### config.mk
export PLATFORM = sky130hd
export DESIGN_NAME = pfba_ctrl
export DESIGN_NICKNAME = d
export VERILOG_FILES = /design/src/design/pfba_pkg.sv /design/src/design/pfba_ctrl.sv
export VERILOG_INCLUDE_DIRS = /design/src /design/src/design
export SDC_FILE = /design/constraint.sdc
export NUM_CORES = 1
export LEC_CHECK = 0
export BUFFER_PORTS_ARGS = -buffer_cell sky130_fd_sc_hd__clkbuf_2
export CELL_PAD_IN_SITES_DETAIL_PLACEMENT = 0
export CELL_PAD_IN_SITES_GLOBAL_PLACEMENT = 1
export CORE_AREA = 2 2 39 41
export DETAILED_ROUTE_END_ITERATION = 8
export DIE_AREA = 0 0 41 43
export PLACE_DENSITY = 0.65
export SLEW_MARGIN = 10
export SYNTH_ARGS = -nofsm -noshare
export SYNTH_HDL_FRONTEND = slang
export SYNTH_SLANG_ARGS = --single-unit
### constraint.sdc
create_clock -name clock -period 1.15 [get_ports clock]
set_input_delay 0.115 -clock clock [delete_from_list [all_inputs] [get_ports clock]]
set_output_delay 0.115 -clock clock [all_outputs]
set_load 0.02 [all_outputs]
### src/design/assert_macros.svh
// ---------------------------------------------------------------------------
// assertion macros
// shared property forms used by the allocator rtl
// ---------------------------------------------------------------------------
`ifndef ASSERT_MACROS_SVH
`define ASSERT_MACROS_SVH

// same-cycle implication, disabled while in reset
`define ASSERT_IMPLIES(lbl, clk, rst, ante, cons) \
   lbl: assert property (@(posedge clk) disable iff (rst) (ante) |-> (cons)) \
      else $error("assertion failed: same-cycle implication");

// next-cycle implication, disabled while in reset
`define ASSERT_NEXT(lbl, clk, rst, ante, cons) \
   lbl: assert property (@(posedge clk) disable iff (rst) (ante) |=> (cons)) \
      else $error("assertion failed: next-cycle implication");

`endif

### src/design/pfba_pkg.sv
// ---------------------------------------------------------------------------
// pfba_pkg
// shared constants, request and status codes, control structs
// ---------------------------------------------------------------------------
package pfba_pkg;

   localparam int BITMAP_WORDS_DEF = 1024;

   localparam int ADDR_W        = 32;
   localparam int PAGE_SHIFT    = 12;
   localparam int BITS_PER_WORD = 32;
   localparam int POS_W         = 5;
   localparam int FRAME_NUM_W   = 15;
   localparam int WIU_W         = 11;
   localparam int TYPE_W        = 2;
   localparam int STATUS_W      = 2;
   localparam int RSP_DATA_W    = 16;

   localparam logic [WIU_W-1:0]         WIU_RESET = 11'd1024;
   localparam logic [BITS_PER_WORD-1:0] FULL_WORD = 32'hFFFF_FFFF;

   // request kinds
   localparam logic [TYPE_W-1:0] REQ_QUERY = 2'd0;
   localparam logic [TYPE_W-1:0] REQ_FIND  = 2'd1;
   localparam logic [TYPE_W-1:0] REQ_SET   = 2'd2;
   localparam logic [TYPE_W-1:0] REQ_CLEAR = 2'd3;

   // response status
   localparam logic [STATUS_W-1:0] ST_OK     = 2'd0;
   localparam logic [STATUS_W-1:0] ST_RANGE  = 2'd1;
   localparam logic [STATUS_W-1:0] ST_NOFREE = 2'd2;

   // controller to datapath
   typedef struct packed {
      logic start;
      logic scan_run;
      logic clear_run;
      logic write_back;
      logic res_load;
      logic out_load;
   } cmd_type;

   // datapath to controller
   typedef struct packed {
      logic clear_done;
      logic is_find;
      logic out_of_range;
      logic scan_hit;
      logic scan_end;
      logic out_free;
   } sts_type;

endpackage

### src/design/pfba_ctrl.sv
// ---------------------------------------------------------------------------
// pfba_ctrl
// request sequencer: clearing pass, lookup, read-modify-write, scan, result
// ---------------------------------------------------------------------------
`include "assert_macros.svh"

module pfba_ctrl (
   input  logic              clock,
   input  logic              reset,
   input  logic              req_tvalid,
   output logic              req_tready,
   input  pfba_pkg::sts_type sts,
   output pfba_pkg::cmd_type cmd
);
   import pfba_pkg::*;

   localparam logic [2:0] S_CLEAR  = 3'd0;
   localparam logic [2:0] S_IDLE   = 3'd1;
   localparam logic [2:0] S_LOOKUP = 3'd2;
   localparam logic [2:0] S_CHECK  = 3'd3;
   localparam logic [2:0] S_SCAN   = 3'd4;
   localparam logic [2:0] S_RESULT = 3'd5;

   logic [2:0] state_ff;
   logic [2:0] state_in;

   assign req_tready = (state_ff == S_IDLE);

   always_comb begin
      state_in = state_ff;
      cmd      = '0;
      unique case (state_ff)
         S_CLEAR: begin
            cmd.clear_run = 1'b1;
            if (sts.clear_done) begin
               state_in = S_IDLE;
            end
         end
         S_IDLE: begin
            if (req_tvalid) begin
               cmd.start = 1'b1;
               state_in  = S_LOOKUP;
            end
         end
         S_LOOKUP: begin
            if (sts.is_find) begin
               state_in = S_SCAN;
            end else if (sts.out_of_range) begin
               cmd.res_load = 1'b1;
               state_in     = S_RESULT;
            end else begin
               state_in = S_CHECK;
            end
         end
         S_CHECK: begin
            cmd.write_back = 1'b1;
            cmd.res_load   = 1'b1;
            state_in       = S_RESULT;
         end
         S_SCAN: begin
            cmd.scan_run = 1'b1;
            if (sts.scan_hit || sts.scan_end) begin
               cmd.res_load = 1'b1;
               state_in     = S_RESULT;
            end
         end
         S_RESULT: begin
            if (sts.out_free) begin
               cmd.out_load = 1'b1;
               state_in     = S_IDLE;
            end
         end
         default: begin
            state_in = S_CLEAR;
         end
      endcase
   end

   always_ff @(posedge clock) begin
      if (reset) begin
         state_ff <= S_CLEAR;
      end else begin
         state_ff <= state_in;
      end
   end

   `ASSERT_IMPLIES(a_out_load_free, clock, reset, cmd.out_load, sts.out_free)
   `ASSERT_NEXT(a_res_to_result, clock, reset, cmd.res_load, state_ff == S_RESULT)
   `ASSERT_NEXT(a_accept_lookup, clock, reset, req_tvalid && req_tready,
                state_ff == S_LOOKUP)

endmodule

* After elaboration in Yosys (flattened, before gate mapping) *
Index checks and enable logic that the tools add are counted.

storage, ports and cells
  register bits after elaboration = 3
  bits of input ports = 9
  output and inout bits = 7
  word-level logic and storage cells = 31

operators by class
  equal/unequal tests = 9
  multiplexer cells = 18
  reduce and logical (&&, ||, !) cells = 3

operators by type and width
  cell                number
  $mux 3              6
  $pmux 3 s6          1
  $mux 1              10
  $ne 2x2->1 const B  4
  $eq 3x2->1 const B  2
  $eq 3x3->1 const B  2
  $reduce_and 4->1    1
  $eq 3x1->1 const B  1
  $logic_not 3->1     1
  $pmux 1 s3          1
  $logic_or 1x1->1    1

* Longest topological paths before layout *
Gate-level depths: netlist (run 1).

  word-level depth = 3
  gate-level depth with buffers = 5
  depth with buffers taken out = 4

* Least setup slack after synthesis (run 1) *
Ideal clock, no wire load.

  kind = flip-flop to output port
  start point = register state_ff[1]
  end point = output cmd[5] (netlist name)
  arrival = 1.366 ns
  data required time = 1.035 ns
  path slack = -0.331 ns
  cell stages (with the launch flop) = 4
  buffers on the path = 1
  path through = dfxtp_1 -> clkbuf_2 -> nor3_1 -> and2_1

RTL lines
  item                      RTL line         source
  start: declaration        pfba_ctrl.sv:24  logic [2:0] state_ff;
  start signal: assignment  pfba_ctrl.sv:83  state_ff <= state_in;
  end: declaration          pfba_ctrl.sv:13  output pfba_pkg::cmd_type cmd

==> run summary, run 1 <==
H-tree depth -> 1
Final Net Count -> 72
final core occ -> 43.1%
DR vias -> 360
Ys Warns -> 0
Cell Chain, Critical Path -> buf_6 -> nor3_4 -> and2_1 -> clkbuf_8
gr usage total -> 12.3%
Slew @ Worst Pin -> 0.316 ns
Pre-antenna DRT Iters -> 4
CP Class -> flip-flop to output port
worst vdd ir -> 845 uV
Core Box Area -> 0.00138 mm2
routability cong. -> 0.798
Worst Setup End Kind -> output port
syn avg cell area -> 7.86 um2
commonest non-fill, non-tap cell in the layout -> clkbuf_2
Total Power -> 1.40 mW
post-synthesis instance total -> 35
number of global-route vias before repair -> 360
clock sink count -> 3
Pwr Density -> 2350 mW/mm2
max cap viols -> 0
clock latency on the worst-skew pair -> 0.24 ns
wire length per cell -> 11.4 um
critical path fanouts, max -> 3
Critical Path Max Stage Delay -> 0.33 ns
Largest regs -> state_ff x3
Core Rows -> 14
outcome -> finished with violations
Iteration-0 DRC Markers -> 2
DRC Markers -> 0
P_leak -> 0.257 nW
first-pass GRT wire length -> 1480 um
antenna viol nets, final -> 0
pin count of the biggest net entering global routing -> 8
critical path's slowest cell -> dfxtp_2
post-synthesis sequential area ratio -> 21.8%
Root Driver -> clkbuf_4
min-delay worst type -> input port to flip-flop
Ports -> 16
syn_nets -> 44
Die W -> 41 um
Tmin final -> 1.28 ns
adder-cell share of the synthesized area -> 0%
GRT Residual Overflow -> 0
largest family of logic cells by synthesized area -> simple AND/OR/NAND/NOR gates
WP data arrival -> 1.17 ns
FF+latch count, synth -> 3
TritonCTS clock tree -> built
filler cell count -> 137
post-synthesis simple-gate area fraction -> 34.1%
clock skew -> 0.000760 ns
share of synthesized area spent on multiplexers -> 7.27%
clock tree buffer depth -> 2
Mapped Area -> 275 um2
number of CTS-inserted buffers -> 3
DP Area -> 423 um2
count of final setup violators -> 7
Worst Path Required -> 1.03 ns
I/O Buffers -> 15
delay-heaviest family, CP -> simple AND/OR/NAND/NOR gates
Critical path buffers and inverters -> 2
Rel. slew slack -> 78.9%
Die Y-Extent -> 43 um
commonest cells after routing, fill and taps aside -> clkbuf_2, buf_4, buf_6, clkbuf_4
Layout area overhead -> 117%
fin. max-slew vios -> 0
final worst slack -> -0.135 ns
Routed WL -> 888 um
RSZ-0062 raised after global routing -> true
ANT cells -> 0
Reg clk slew, reported paths -> 0.04 ns
Compound-Gate Fraction of Synth Area -> 28.2%
failing checks -> negative setup slack
Largest Register -> state_ff
Post-Synth XOR/XNOR Area -> 0%
post-synthesis cell type count -> 22
Post-CTS Hold Buffers -> 0
period utilization -> 112%
vias per cell -> 4.62
initial antenna violation count -> 0
Worst Setup Start Kind -> flip-flop
post-route cell area -> 597 um2
Final Hold Viols -> 0
Die Footprint -> 0.00176 mm2
ratio of cells with drive above 1 in the final layout -> 71.0%
initial core utilization -> 19.9%
max reg flops -> 3
final HPWL from detailed placement -> 635 um
Highest Clock Rate -> 778 MHz
post-route setup TNS -> -0.442 ns
Yosys cell counts (all sizes together):
| cell type | number | area [um2] |
|---|---|---|
| and2 | 2 | 15.0 |
| nand2b | 2 | 12.5 |
| a21o | 1 | 7.51 |
| buf | 1 | 11.3 |
| mux2i | 2 | 20.0 |
| inv | 2 | 7.50 |
| nor4 | 1 | 6.26 |
| or2b | 1 | 7.51 |
| nor3 | 3 | 15.0 |
| or3 | 1 | 6.26 |
| a2111oi | 1 | 27.5 |
| nor2 | 3 | 11.3 |
| o21ai | 4 | 20.0 |
| a211o | 1 | 8.76 |
| a21oi | 2 | 13.8 |
| nor2b | 2 | 12.5 |
| nand2 | 2 | 7.51 |
| clkbuf | 1 | 5.00 |
| dfxtp | 3 | 60.1 |
layer usage:
| layer | wire length (um) | track usage (%) |
|---|---|---|
| met5 | 0 | 0 |
| met4 | 20 | 8.00 |
| met3 | 34 | 1.57 |
| met1 | 298 | 12.9 |
| met2 | 534 | 20.9 |
area by class of cell:
type	count	area (um2)	share of cell area, %
Multi-Input combinational cell	28	262	43.8
Timing Repair Buffer	25	208	34.8
Sequential cell	3	68.8	11.5
Clock buffer	4	26.3	4.40
Tap cell	16	20.0	3.35
Inverter	2	12.5	2.10
power by group:
group	internal, mW	total, mW	switching (mW)
registers	0.153	0.221	0.0674
clock network	0.130	0.192	0.0617
logic	0.545	0.990	0.445
what timing repair did:
| item | 4_1_cts | 5_1_grt |
|---|---|---|
| pin swaps | 4 | 6 |
| gates resized for setup | 23 | 11 |
| setup endpoints to repair | 8 | 9 |
| buffers inserted | 4 | 1 |
logic make-up after synthesis:
logic type	count (synthesis)
buffers and inverters	4
muxes	2
AOI/OAI and AO/OA	9
and+or+nand+nor	17
DFF	3
final timing paths:
kind,to,cells past startpoint,startpoint,slack [ns]
max,cmd[5],4,state_ff[1],-0.13
min,state_ff[2],2,reset,0.08
max reg2reg,state_ff[0],6,state_ff[0],-0.11
min reg2reg,state_ff[1],2,state_ff[2],0.63
through the flow:
step | hold slack [ns] | cells | setup WS (ns)
after floorplan | 0.179 | 35 | 0.00608
after global placement | 0.328 | 69 | -0.0140
after detailed placement | 0.327 | 69 | -0.00859
after CTS | 0.0792 | 77 | -0.129
after global routing | 0.0954 | 78 | -0.174
final | 0.0823 | 78 | -0.135
(Power assumes the default switching activity.)
==> run 2: changes to the inputs <==
--- a/config.mk
+++ b/config.mk
@@ -13,6 +13,7 @@
 export DETAILED_ROUTE_END_ITERATION = 8
 export DIE_AREA = 0 0 41 43
 export PLACE_DENSITY = 0.65
+export SKIP_LAST_GASP = 1
 export SLEW_MARGIN = 10
 export SYNTH_ARGS = -nofsm -noshare
 export SYNTH_HDL_FRONTEND = slang
==> run 2 against run 1 <==
Net effect:
- the run still ends with negative setup slack left
- via count did not move
- clock power barely moved
- count of clock-buffer cells in the layout did not move
- non-clock buffer count did not move
- core utilization fell by 0.090 points
- routed wire length rose by 0.11%
- die area did not move
- final area fell by 0.21%
- sequential cell count did not move
- highest routed layer unchanged
==> run summary, run 2 (synthesized netlist as in run 1, its figures left out) <==
wire length per cell -> 11.4 um
clock skew -> 0.000760 ns
clock latency on the worst-skew pair -> 0.24 ns
HP Start -> reset
P_int -> 0.828 mW
P_leak -> 0.257 nW
RSZ-0062 raised after global routing -> true
clock tree buffer depth -> 2
vias per cell -> 4.62
WP data arrival -> 1.17 ns
max reg flops -> 3
clock sink count -> 3
Core Rows -> 14
pin count of the biggest net entering global routing -> 8
Die Footprint -> 0.00176 mm2
Critical Path Source -> state_ff[1]
Pwr Density -> 2350 mW/mm2
antenna viol nets, final -> 0
Root Driver -> clkbuf_4
Non-Filler Instances -> 78
post-route setup TNS -> -0.442 ns
Final Net Count -> 72
gr usage total -> 12.3%
count of final setup violators -> 7
TritonCTS clock tree -> built
DR vias -> 360
CP Class -> flip-flop to output port
Ports -> 16
number of CTS-inserted buffers -> 3
Highest Clock Rate -> 778 MHz
min-delay worst type -> input port to flip-flop
P_sw -> 0.573 mW
commonest cells after routing, fill and taps aside -> clkbuf_2, buf_4, buf_6, clkbuf_4, clkbuf_8
Final Hold Viols -> 0
Die Y-Extent -> 43 um
initial antenna violation count -> 0
Worst Path Required -> 1.03 ns
combinational share of power -> 70.5%
Clk pwr share -> 13.7%
period utilization -> 112%
Largest regs -> state_ff x3
Core Box Area -> 0.00138 mm2
Seq pwr share -> 15.8%
critical path fanouts, max -> 3
final worst slack -> -0.135 ns
Total Power -> 1.40 mW
Worst R2R Start -> state_ff[0]
Die W -> 41 um
R2R cell count -> 6
fin. max-slew vios -> 0
R2R Setup Slk -> -0.11 ns
Setup WS pre-CTS -> -0.00859 ns
I/O Buffers -> 15
placed cells -> 69
multi-input logic area -> 262 um2
Slew @ Worst Pin -> 0.316 ns
worst vdd ir -> 845 uV
routability cong. -> 0.798
Rel. slew slack -> 78.9%
Largest Register -> state_ff
commonest non-fill, non-tap cell in the layout -> clkbuf_2
hold depth -> 2
DRC Markers -> 0
GRT Residual Overflow -> 0
Routed WL -> 889 um
Reg clk slew, reported paths -> 0.04 ns
Worst Setup End Kind -> output port
Worst Setup Start Kind -> flip-flop
Pre-antenna DRT Iters -> 4
max cap viols -> 0
first-pass GRT wire length -> 1480 um
initial core utilization -> 19.9%
H-tree depth -> 1
outcome -> finished with violations
number of global-route vias before repair -> 360
filler cell count -> 138
final hold slack -> 0.0823 ns
Sequential cell area -> 68.8 um2
final HPWL from detailed placement -> 635 um
ANT cells -> 0
Layout area overhead -> 116%
ratio of cells with drive above 1 in the final layout -> 71.0%
Iteration-0 DRC Markers -> 2
failing checks -> negative setup slack
sw frac -> 40.9%
Tmin final -> 1.28 ns
==> run 2: path summary, 6_finish.rpt <==
path	end
setup / recovery	cmd[5]
hold / removal	state_ff[2]
setup reg to reg	state_ff[0]
hold reg to reg	state_ff[1]
==> run 2: repair_timing <==
| item | 4_1_cts | 5_1_grt |
|---|---|---|
| endpoints found under the setup margin | 8 | 9 |
| buffers inserted | 4 | 1 |
| hold buffers | 0 | 0 |
| gates resized for setup | 22 | 11 |
| pin swaps | 4 | 6 |
==> run 2: through the flow <==
step                area (um2)  util (%)
finish                     596      43.0
CTS                        553      40.0
global placement           423      30.6
detailed placement         423      30.6
global route               596      43.0
floorplan                  309         -
==> run 2: final cells by class <==
cell class | instances | area share, %
multi-input cells | 28 | 43.9
repair buffers | 25 | 34.7
flip-flops and latches | 3 | 11.6
clock buffers | 4 | 4.41
well taps | 16 | 3.36
inverters | 2 | 2.10
==> run 2: power by group through the flow <==
stage	Clock (mW)	Sequential [mW]	Combinational, mW
floorplan	0	0.164	0.516
global placement	0	0.186	0.692
detailed placement	0	0.190	0.681
CTS	0.192	0.217	0.897
global route	0.198	0.228	1.06
finish	0.192	0.221	0.988
==> run 2: worst max-delay path: stages (launching register included) <==
cell and delay [ns]:
dfxtp_2 0.33, buf_6 0.12, nor3_4 0.19, and2_1 0.16, clkbuf_8 0.14
==> run 2: metal layers <==
metal | vias up | GRT usage [%] | routed length (um)
li1 | 177 | - | -
met1 | 171 | 12.9 | 299
met2 | 10 | 20.9 | 534
met3 | 2 | 1.57 | 34
met4 | 0 | 8.00 | 20
met5 | - | 0 | 0
